[src/rtl/assert_macros.svh]
// Assertion helpers shared by the RTL files.
// Each macro expects clk and rst_n in scope.
`ifndef ASSERT_MACROS_SVH
`define ASSERT_MACROS_SVH

// Condition that must hold at every clock edge out of reset.
`define LPHT_ASSERT(lbl, cond) \
  lbl: assert property (@(posedge clk) disable iff (!rst_n) (cond)) \
    else $error("assertion failed");

// Condition that must hold in the cycle after a trigger.
`define LPHT_ASSERT_NEXT(lbl, pre, post) \
  lbl: assert property (@(posedge clk) disable iff (!rst_n) (pre) |=> (post)) \
    else $error("assertion failed");

`endif

[src/rtl/lpht_pkg.sv]
// ----------------------------------------------------------------------------
// lpht_pkg
// Types and fixed field widths of the linear probing hash table.
// ----------------------------------------------------------------------------
`timescale 1ns / 1ps
`default_nettype none

package lpht_pkg;

  localparam int OP_W     = 2;
  localparam int CHAR_W   = 7;
  localparam int AGE_W    = 16;
  localparam int RES_W    = 2;
  localparam int IDX_W    = 4;
  // (h + c) * c stays below 2**16 for h < 256 and c < 128
  localparam int PROD_W   = 16;
  localparam int SUM_W    = 9;

  typedef enum logic [OP_W-1:0] {
    OP_INSERT = 2'd0,
    OP_LOOKUP = 2'd1,
    OP_DELETE = 2'd2
  } opcode_t;

  typedef enum logic [1:0] {
    SLOT_EMPTY   = 2'd0,
    SLOT_USED    = 2'd1,
    SLOT_DELETED = 2'd2
  } slot_st_t;

  typedef enum logic [RES_W-1:0] {
    RES_OK   = 2'd0,
    RES_MISS = 2'd1,
    RES_FULL = 2'd2,
    RES_LONG = 2'd3
  } res_t;

endpackage

`default_nettype wire

[src/rtl/lpht_hash.sv]
// ----------------------------------------------------------------------------
// lpht_hash
// Running hash step h' = ((h + c) * c) mod SLOTS, reduced by a reciprocal
// multiply: product, quotient and remainder each take one registered stage.
// ----------------------------------------------------------------------------
`timescale 1ns / 1ps
`default_nettype none

module lpht_hash #(
  parameter int SLOTS = 16
) (
  input  wire logic                               clk,
  input  wire logic                               rst_n,
  input  wire logic                               start,
  input  wire logic [lpht_pkg::CHAR_W-1:0]        c_in,
  input  wire logic [$clog2(SLOTS)-1:0]           h_in,
  output logic                                    done,
  output logic [$clog2(SLOTS)-1:0]                h_out
);
  import lpht_pkg::*;

  localparam int SW    = $clog2(SLOTS);
  // floor(x / SLOTS) == (x * RCP) >> RSH for every x below 2**PROD_W
  localparam int RSH   = PROD_W + SW;
  localparam int RCP_W = PROD_W + 1;
  localparam int QW    = PROD_W + RCP_W;
  localparam int RCP   = ((1 << RSH) + SLOTS - 1) / SLOTS;

  logic [PROD_W-1:0] prod_r;
  logic [PROD_W-1:0] q_r;
  logic [SW-1:0]     h_r;
  logic              v1_r;
  logic              v2_r;
  logic              done_r;

  logic [SUM_W-1:0]  sum;
  logic [PROD_W-1:0] prod_w;
  logic [QW-1:0]     qp;
  logic [PROD_W-1:0] q_w;
  logic [PROD_W-1:0] rem_w;

  // start value of the reduction
  assign sum    = SUM_W'(h_in) + SUM_W'(c_in);
  assign prod_w = PROD_W'(sum) * PROD_W'(c_in);

  // quotient by reciprocal, then remainder
  assign qp    = QW'(prod_r) * QW'(RCP);
  assign q_w   = PROD_W'(qp >> RSH);
  assign rem_w = prod_r - PROD_W'(q_r * PROD_W'(SLOTS));

  // stage valid bits
  always_ff @(posedge clk) begin
    if (!rst_n) begin
      v1_r   <= 1'b0;
      v2_r   <= 1'b0;
      done_r <= 1'b0;
    end else begin
      v1_r   <= start;
      v2_r   <= v1_r;
      done_r <= v2_r;
    end
  end

  // datapath stages
  always_ff @(posedge clk) begin
    if (start) begin
      prod_r <= prod_w;
    end
    if (v1_r) begin
      q_r <= q_w;
    end
    if (v2_r) begin
      h_r <= rem_w[SW-1:0];
    end
  end

  assign done  = done_r;
  assign h_out = h_r;

endmodule

`default_nettype wire

[config.mk]
export PLATFORM = sky130hd
export DESIGN_NAME = lpht_hash
export DESIGN_NICKNAME = d
export VERILOG_FILES = /design/src/rtl/assert_macros.svh /design/src/rtl/lpht_pkg.sv /design/src/rtl/lpht_hash.sv
export SDC_FILE = /design/constraint.sdc
export NUM_CORES = 1
export LEC_CHECK = 0
export ABC_AREA = 1
export BUFFER_PORTS_ARGS = -buffer_cell sky130_fd_sc_hd__buf_2
export CAP_MARGIN = 25
export CELL_PAD_IN_SITES_DETAIL_PLACEMENT = 1
export CELL_PAD_IN_SITES_GLOBAL_PLACEMENT = 1
export CORE_MARGIN = 4
export CORE_UTILIZATION = 36
export DETAILED_ROUTE_END_ITERATION = 6
export HOLD_SLACK_MARGIN = 0.06
export PLACE_DENSITY = 0.78
export SLEW_MARGIN = 10
export SYNTH_ARGS = -nofsm -noshare
export SYNTH_HDL_FRONTEND = slang
export SYNTH_SLANG_ARGS = --single-unit
export TNS_END_PERCENT = 5
[constraint.sdc]
create_clock -name clk -period 2.5 [get_ports clk]
set_clock_uncertainty 0.05 [all_clocks]
set_input_delay 0.125 -clock clk [delete_from_list [all_inputs] [get_ports clk]]
set_output_delay 0.125 -clock clk [all_outputs]
set_load 0.05 [all_outputs]
; Word level (Yosys, flattened, before mapping)
; Cells that the tools add are included.
[totals]
output_inout_bits = 5
ff_bits = 11
input_bits = 14
[classes]
mul = 1
n_addsub = 2
[op_table]
columns = op, count
row1 = 4-bit by 7-bit adder with 8-bit output, 1
row2 = 8-bit by 7-bit multiplier with 4-bit output, 1
row3 = 4-bit by 1-bit subtractor with 4-bit output (second input constant), 1

; Logic depth before layout (Yosys ltp)
; Gate-level depths: netlist of run 1.
[depth]
word_depth = 2
ltp_mapped = 18
mapped_depth_nobuf = 18

; Least setup slack after synthesis of run 1
; OpenSTA, ideal clock, no wires.
[synth_timing]
path_type = in2reg
start = in c_in[0] in the netlist's numbering
end = reg prod_r[3] (data pin)
path_buffers = 0
t_arrival_ns = 1.954
cell_stages = 13
setup_ns = 0.249
setup_slack_ns = 0.247
path_cell_list = ha_1 -> fa_1 -> nand2_1 -> inv_1 -> ha_1 -> ha_1 -> ha_1 -> inv_1 -> nand3_2 -> nand2_1 -> nand2_1 -> nand2_1 -> inv_1
[synth_between]
elab_chain_cells = 2
[synth_rtl]
columns = item, line
row1 = from (decl), lpht_hash.sv:15  ; input wire logic [lpht_pkg::CHAR_W-1:0] c_in,
row2 = 4-bit by 7-bit adder with 8-bit output, lpht_hash.sv:43  ; assign sum = SUM_W'(h_in) + SUM_W'(c_in);
row3 = 8-bit by 7-bit multiplier with 4-bit output (*), lpht_hash.sv:44  ; assign prod_w = PROD_W'(sum) * PROD_W'(c_in);
row4 = via prod_w[3], lpht_hash.sv:37  ; logic [PROD_W-1:0] prod_w;
row5 = to (signal assigned), lpht_hash.sv:67  ; prod_r <= prod_w;
row6 = to (decl), lpht_hash.sv:29  ; logic [PROD_W-1:0] prod_r;
; Mark *: on every way through the listed nets, which the timed path passes. The rest lies on a longest branch.
; A chain may end at the register's enable or synchronous reset.

; Worst setup path in the final report of run 1
; Same ends and word-level chain as after synthesis.

==> results of run 1 <==
==> state kept, by name, indices dropped and copies added (netlist names) <==
name	cells
prod_r	4
v1_r	1
v2_r	1
h_out	4
done	1
==> placed cells by master (no fill, tap or decap) <==
cell type	netlist	final
fa_1	1	1
xor2_1	1	1
nand3_1	6	6
inv_1	19	19
dfxtp_1	3	3
xor2_2	1	1
xnor2_1	1	1
buf_2	0	15
nand3_2	2	2
buf_4	0	2
ha_1	8	8
dlygate4sd3_1	0	1
a21boi_0	1	1
nor2_1	4	4
clkbuf_1	0	1
edfxtp_1	8	8
inv_2	1	1
nand2_1	31	31
clkbuf_4	0	3
==> where the power goes <==
part           switching [mW]  internal, mW  total (mW)  leakage, nW
logic                  0.0790        0.0499       0.129        0.367
clock network          0.0523        0.0616       0.114       0.0150
registers             0.00530         0.218       0.223        0.100
==> cell families (layout without fill, tap and decap cells) <==
kind of cell               Yosys count  in the layout  share of synthesized area [%]
and+or+nand+nor                     43             43                           25.3
adders and majority gates            9              9                           16.7
xor gates and xnor gates             3              3                           4.70
AOI/OAI and AO/OA                    1              1                           1.05
DFF                                 11             11                           41.8
buffers and inverters               20             42                           10.5
==> worst paths after layout <==
check	slack [ns]	cells past startpoint	end
min reg2reg	0.38	0	h_out[0]
min	0.08	3	v1_r
max	0.24	19	prod_r[3]
max reg2reg	1.73	0	h_out[1]
==> worst max-delay path, cell delays in order <==
cell and delay, ns:
buf_2 0.11, ha_1 0.23, fa_1 0.47, nand2_1 0.08
inv_1 0.04, ha_1 0.28, ha_1 0.20, inv_1 0.05
nand2_1 0.04, nand2_1 0.09, inv_1 0.05, nand2_1 0.08
nand2_1 0.06, nand2_1 0.05, nand2_1 0.07, inv_1 0.06
nand2_1 0.05, nand2_1 0.05, inv_1 0.04
==> through the flow <==
stage          area (µm²)  cells  hold slack (ns)  setup WS (ns)  util [%]
6_report              876    134           0.0838          0.236      48.6
5_1_grt               876    134           0.0937         0.0529      48.6
4_1_cts               876    134           0.0747          0.217      48.6
3_5_place_dp          840    129            0.305        -0.0631      46.6
3_3_place_gp          840    129            0.286         0.0446      46.6
2_1_floorplan         718     87            0.168          0.247         -
==> metal layers <==
layer	vias to the layer above	routed length [µm]	GRT usage, %
li1	308	-	-
met1	269	532	11.0
met2	14	843	25.4
met3	0	52	0.855
met4	0	0	7.66
met5	-	0	0
==> final cells by class <==
type                    count  area (µm²)
inverters                  20        75.1
flip-flops and latches     11         300
clock buffers               4        26.3
repair buffers             18         100
multi-input cells          56         343
fillers                   247         926
well taps                  25        31.3
==> impl_metrics.json, run 1 <==
{
  "syn_area_um2": 718,
  "fmax_mhz": 442,
  "grt_pass1_vias": 621,
  "grt_max_degree": 7,
  "status": "completed",
  "min_path_type": "input port to flip-flop",
  "cts_tree": "built",
  "slew-limit-headroom_pct": 83.3,
  "gr-total-overflow": 0,
  "vias": 591,
  "yosysMostFrequentCell": "nand2_1",
  "synth_area_leader_cell": "edfxtp_1",
  "tightest_slew_ns": 0.253,
  "cellLeakagePower_nw": 0.482,
  "antenna_cells": 0,
  "cts.sinks": 11,
  "worstPathArrival_ns": 2.23,
  "drive_gt1_share_pct": 22.0,
  "cts.htree.levels": 1,
  "ir_worst_vdd_uv": 192,
  "async_flop_share_pct": 0,
  "synth-seq-cells": 11,
  "core-area_um2": 1800,
  "cp-end-kind": "flip-flop",
  "first_pass_iters": 4,
  "place_congestion": 0.703,
  "cts.reportedPaths.clkPinSlew_ns": 0.06,
  "ant_nets": 0,
  "antenna_found_initial": 0,
  "start_util_pct": 39.9,
  "grt_usage_pct": 12.3,
  "synth_cell_types": 14,
  "p_per_area_nw_per_um2": 532,
  "synthCells": 87,
  "synth_edf_count": 8,
  "die_w_um": 52.7,
  "synth.top_cell.area_share_pct": 33.4,
  "fin_nets": 133,
  "drc_errors": 0,
  "critical_path_class": "input port to flip-flop",
  "fin_crit_ns": 2.26,
  "io_pins": 19,
  "required_ns": 2.47,
  "crit_path_start_kind": "input port",
  "fp.dieH_um": 52.7,
  "drv_slew": 0,
  "hold_start": "start",
  "maxCapViolCount": 0,
  "yosysSeqAreaShare_pct": 41.8,
  "clk_latency_ns": 0.26,
  "clk_path_buf_depth": 2,
  "cts_resized": 0,
  "hold_buffers": 1,
  "worst-path-max-fanout": 3,
  "synth_nets": 110,
  "post-route-period-util_pct": 90.5,
  "post_cts_buffers": 0,
  "dieArea_um2": 2770,
  "reg2reg_from": "v2_r",
  "grt_pass1_wl_mm": 2.46,
  "yosysWarnings": 0,
  "routed_wl_mm": 1.43,
  "crit_path_start": "c_in[0]",
  "rows": 15,
  "synthTopCellsByArea": "edfxtp_1 (33%), nand2_1 (16%), ha_1 (14%)",
  "vias_per_cell": 4.41,
  "clockRootBuffer": "clkbuf_4",
  "timing.setup.tns_ns": 0,
  "wl_per_cell_um": 10.7,
  "finalHoldViolations": 0,
  "place.port_buffers": 15,
  "numCtsBuffers": 3,
  "synth_ff_type": "edfxtp_1",
  "dp_hpwl_mm": 1.27,
  "drt-initial-drc-count": 9,
  "synthTopCellsByCount": "nand2_1 (31), inv_1 (19), edfxtp_1 (8), ha_1 (8), nand3_1 (6)",
  "setup_viol": 0,
  "finalPower_uw": 466,
  "synth_area_per_cell_um2": 8.26,
  "area_growth_pct": 22.0,
  "grt_setup_unrepaired": "no"
}
Power figures use the tool's default switching activity.
==> run 2: changes to the inputs <==
- RECOVER_POWER: not set -> 25
==> impl_metrics.json, run 2 (synthesis gave the netlist of run 1 again) <==
{
  "antenna_found_initial": 0,
  "dieArea_um2": 2770,
  "core-area_um2": 1800,
  "worstPathArrival_ns": 2.24,
  "first_pass_iters": 4,
  "critical_path_class": "input port to flip-flop",
  "grt_setup_unrepaired": "no",
  "place_congestion": 0.703,
  "start_util_pct": 39.9,
  "cts_resized": 0,
  "gr-total-overflow": 0,
  "grt_usage_pct": 12.3,
  "fp.dieH_um": 52.7,
  "fin_cells": 134,
  "min_path_type": "input port to flip-flop",
  "slew-limit-headroom_pct": 81.3,
  "fmax_mhz": 441,
  "grt_max_degree": 7,
  "antenna_cells": 0,
  "clk_latency_ns": 0.26,
  "critPathBufInv": 4,
  "vias": 590,
  "fin_nets": 133,
  "maxCapViolCount": 0,
  "finalHoldViolations": 0,
  "ant_nets": 0,
  "io_pins": 19,
  "rows": 15,
  "final_cell_mix": "nand2_1 (31), inv_1 (19), buf_2 (14), ha_1 (8), edfxtp_1 (8)",
  "grt_pass1_wl_mm": 2.46,
  "clockRootBuffer": "clkbuf_4",
  "crit_path_start_kind": "input port",
  "drv_slew": 0,
  "status": "completed",
  "grt_pass1_vias": 621,
  "crit_slowest_cell": "fa_1",
  "drt-initial-drc-count": 8,
  "regArea_um2": 300,
  "cts_tree": "built",
  "area_growth_pct": 21.3,
  "multi_input_area_um2": 343,
  "drive_gt1_share_pct": 20.2,
  "required_ns": 2.47,
  "cpLargestDelayFamily": "adder cells",
  "worst-path-max-fanout": 3,
  "ir_worst_vdd_uv": 192,
  "post_cts_buffers": 0,
  "cp-end-kind": "flip-flop",
  "cts.htree.levels": 1,
  "post-place-cells": 129,
  "layout_commonest_cell": "nand2_1",
  "critical-path-max-stage-delay_ns": 0.47,
  "dp_hpwl_mm": 1.27,
  "wl_per_cell_um": 10.7,
  "clk_path_buf_depth": 2,
  "hold_buffers": 1,
  "p_per_area_nw_per_um2": 534,
  "post-route-period-util_pct": 90.8,
  "tightest_slew_ns": 0.280,
  "finalPower_uw": 465,
  "cts.reportedPaths.clkPinSlew_ns": 0.06,
  "drc_errors": 0,
  "cellLeakagePower_nw": 0.476,
  "vias_per_cell": 4.40,
  "nFillCells": 248,
  "cts.sinks": 11,
  "fin_crit_ns": 2.27,
  "setup_viol": 0,
  "die_w_um": 52.7,
  "place.port_buffers": 15,
  "numCtsBuffers": 3,
  "path_cells": "buf_2 > ha_1 > fa_1 > nand2_1 > inv_1 > ha_1 > ha_1 > ha_1 > inv_1 > nand3_2 > nand2_1 > nand2_1 > nand2_1 > inv_1",
  "routed_wl_mm": 1.43
}
[run 2: layer usage]
metal	part of all wire, %	global-route usage (%)
met1	37	11.0
met2	59	25.4
met3	3.6	0.855
met4	0	7.66
met5	0	0
[run 2: layout make-up]
type | count | share of cell area (%)
Clock buffer | 4 | 3.02
Tap cell | 25 | 3.59
Multi-Input combinational cell | 56 | 39.4
Inverter | 20 | 8.62
Sequential cell | 11 | 34.5
Timing Repair Buffer | 18 | 10.9
[run 2: worst paths after layout]
kind	slack, ns	from	end	cells past startpoint
setup reg to reg	1.73	v2_r	h_out[1]	0
setup / recovery	0.23	c_in[0]	prod_r[3]	14
hold reg to reg	0.38	prod_r[0]	h_out[0]	0
hold / removal	0.12	start	v1_r	3
[run 2: tightest hold or removal path: cells and delay by family]
kind / cells / cell delay, ns
buffers and inverters: 2 / 0.18
and+or+nand+nor: 1 / 0.09
[run 2: through the flow]
step / cell area (µm²) / TNS, ns / utilization [%] / hold WS [ns] / worst slack, ns
6_report: 871 / 0 / 48.3 / 0.121 / 0.230
5_1_grt: 871 / 0 / 48.3 / 0.160 / 0.0533
4_1_cts: 876 / 0 / 48.6 / 0.0747 / 0.217
3_5_place_dp: 840 / -0.0631 / 46.6 / 0.305 / -0.0631
3_3_place_gp: 840 / 0 / 46.6 / 0.286 / 0.0446
2_1_floorplan: 718 / 0 / - / 0.168 / 0.247
[run 2: power by group]
group	switching (mW)	total (mW)	internal (mW)
clock	0.0522	0.114	0.0616
combinational	0.0791	0.128	0.0489
sequential	0.00530	0.223	0.218
total	0.137	0.465	0.328
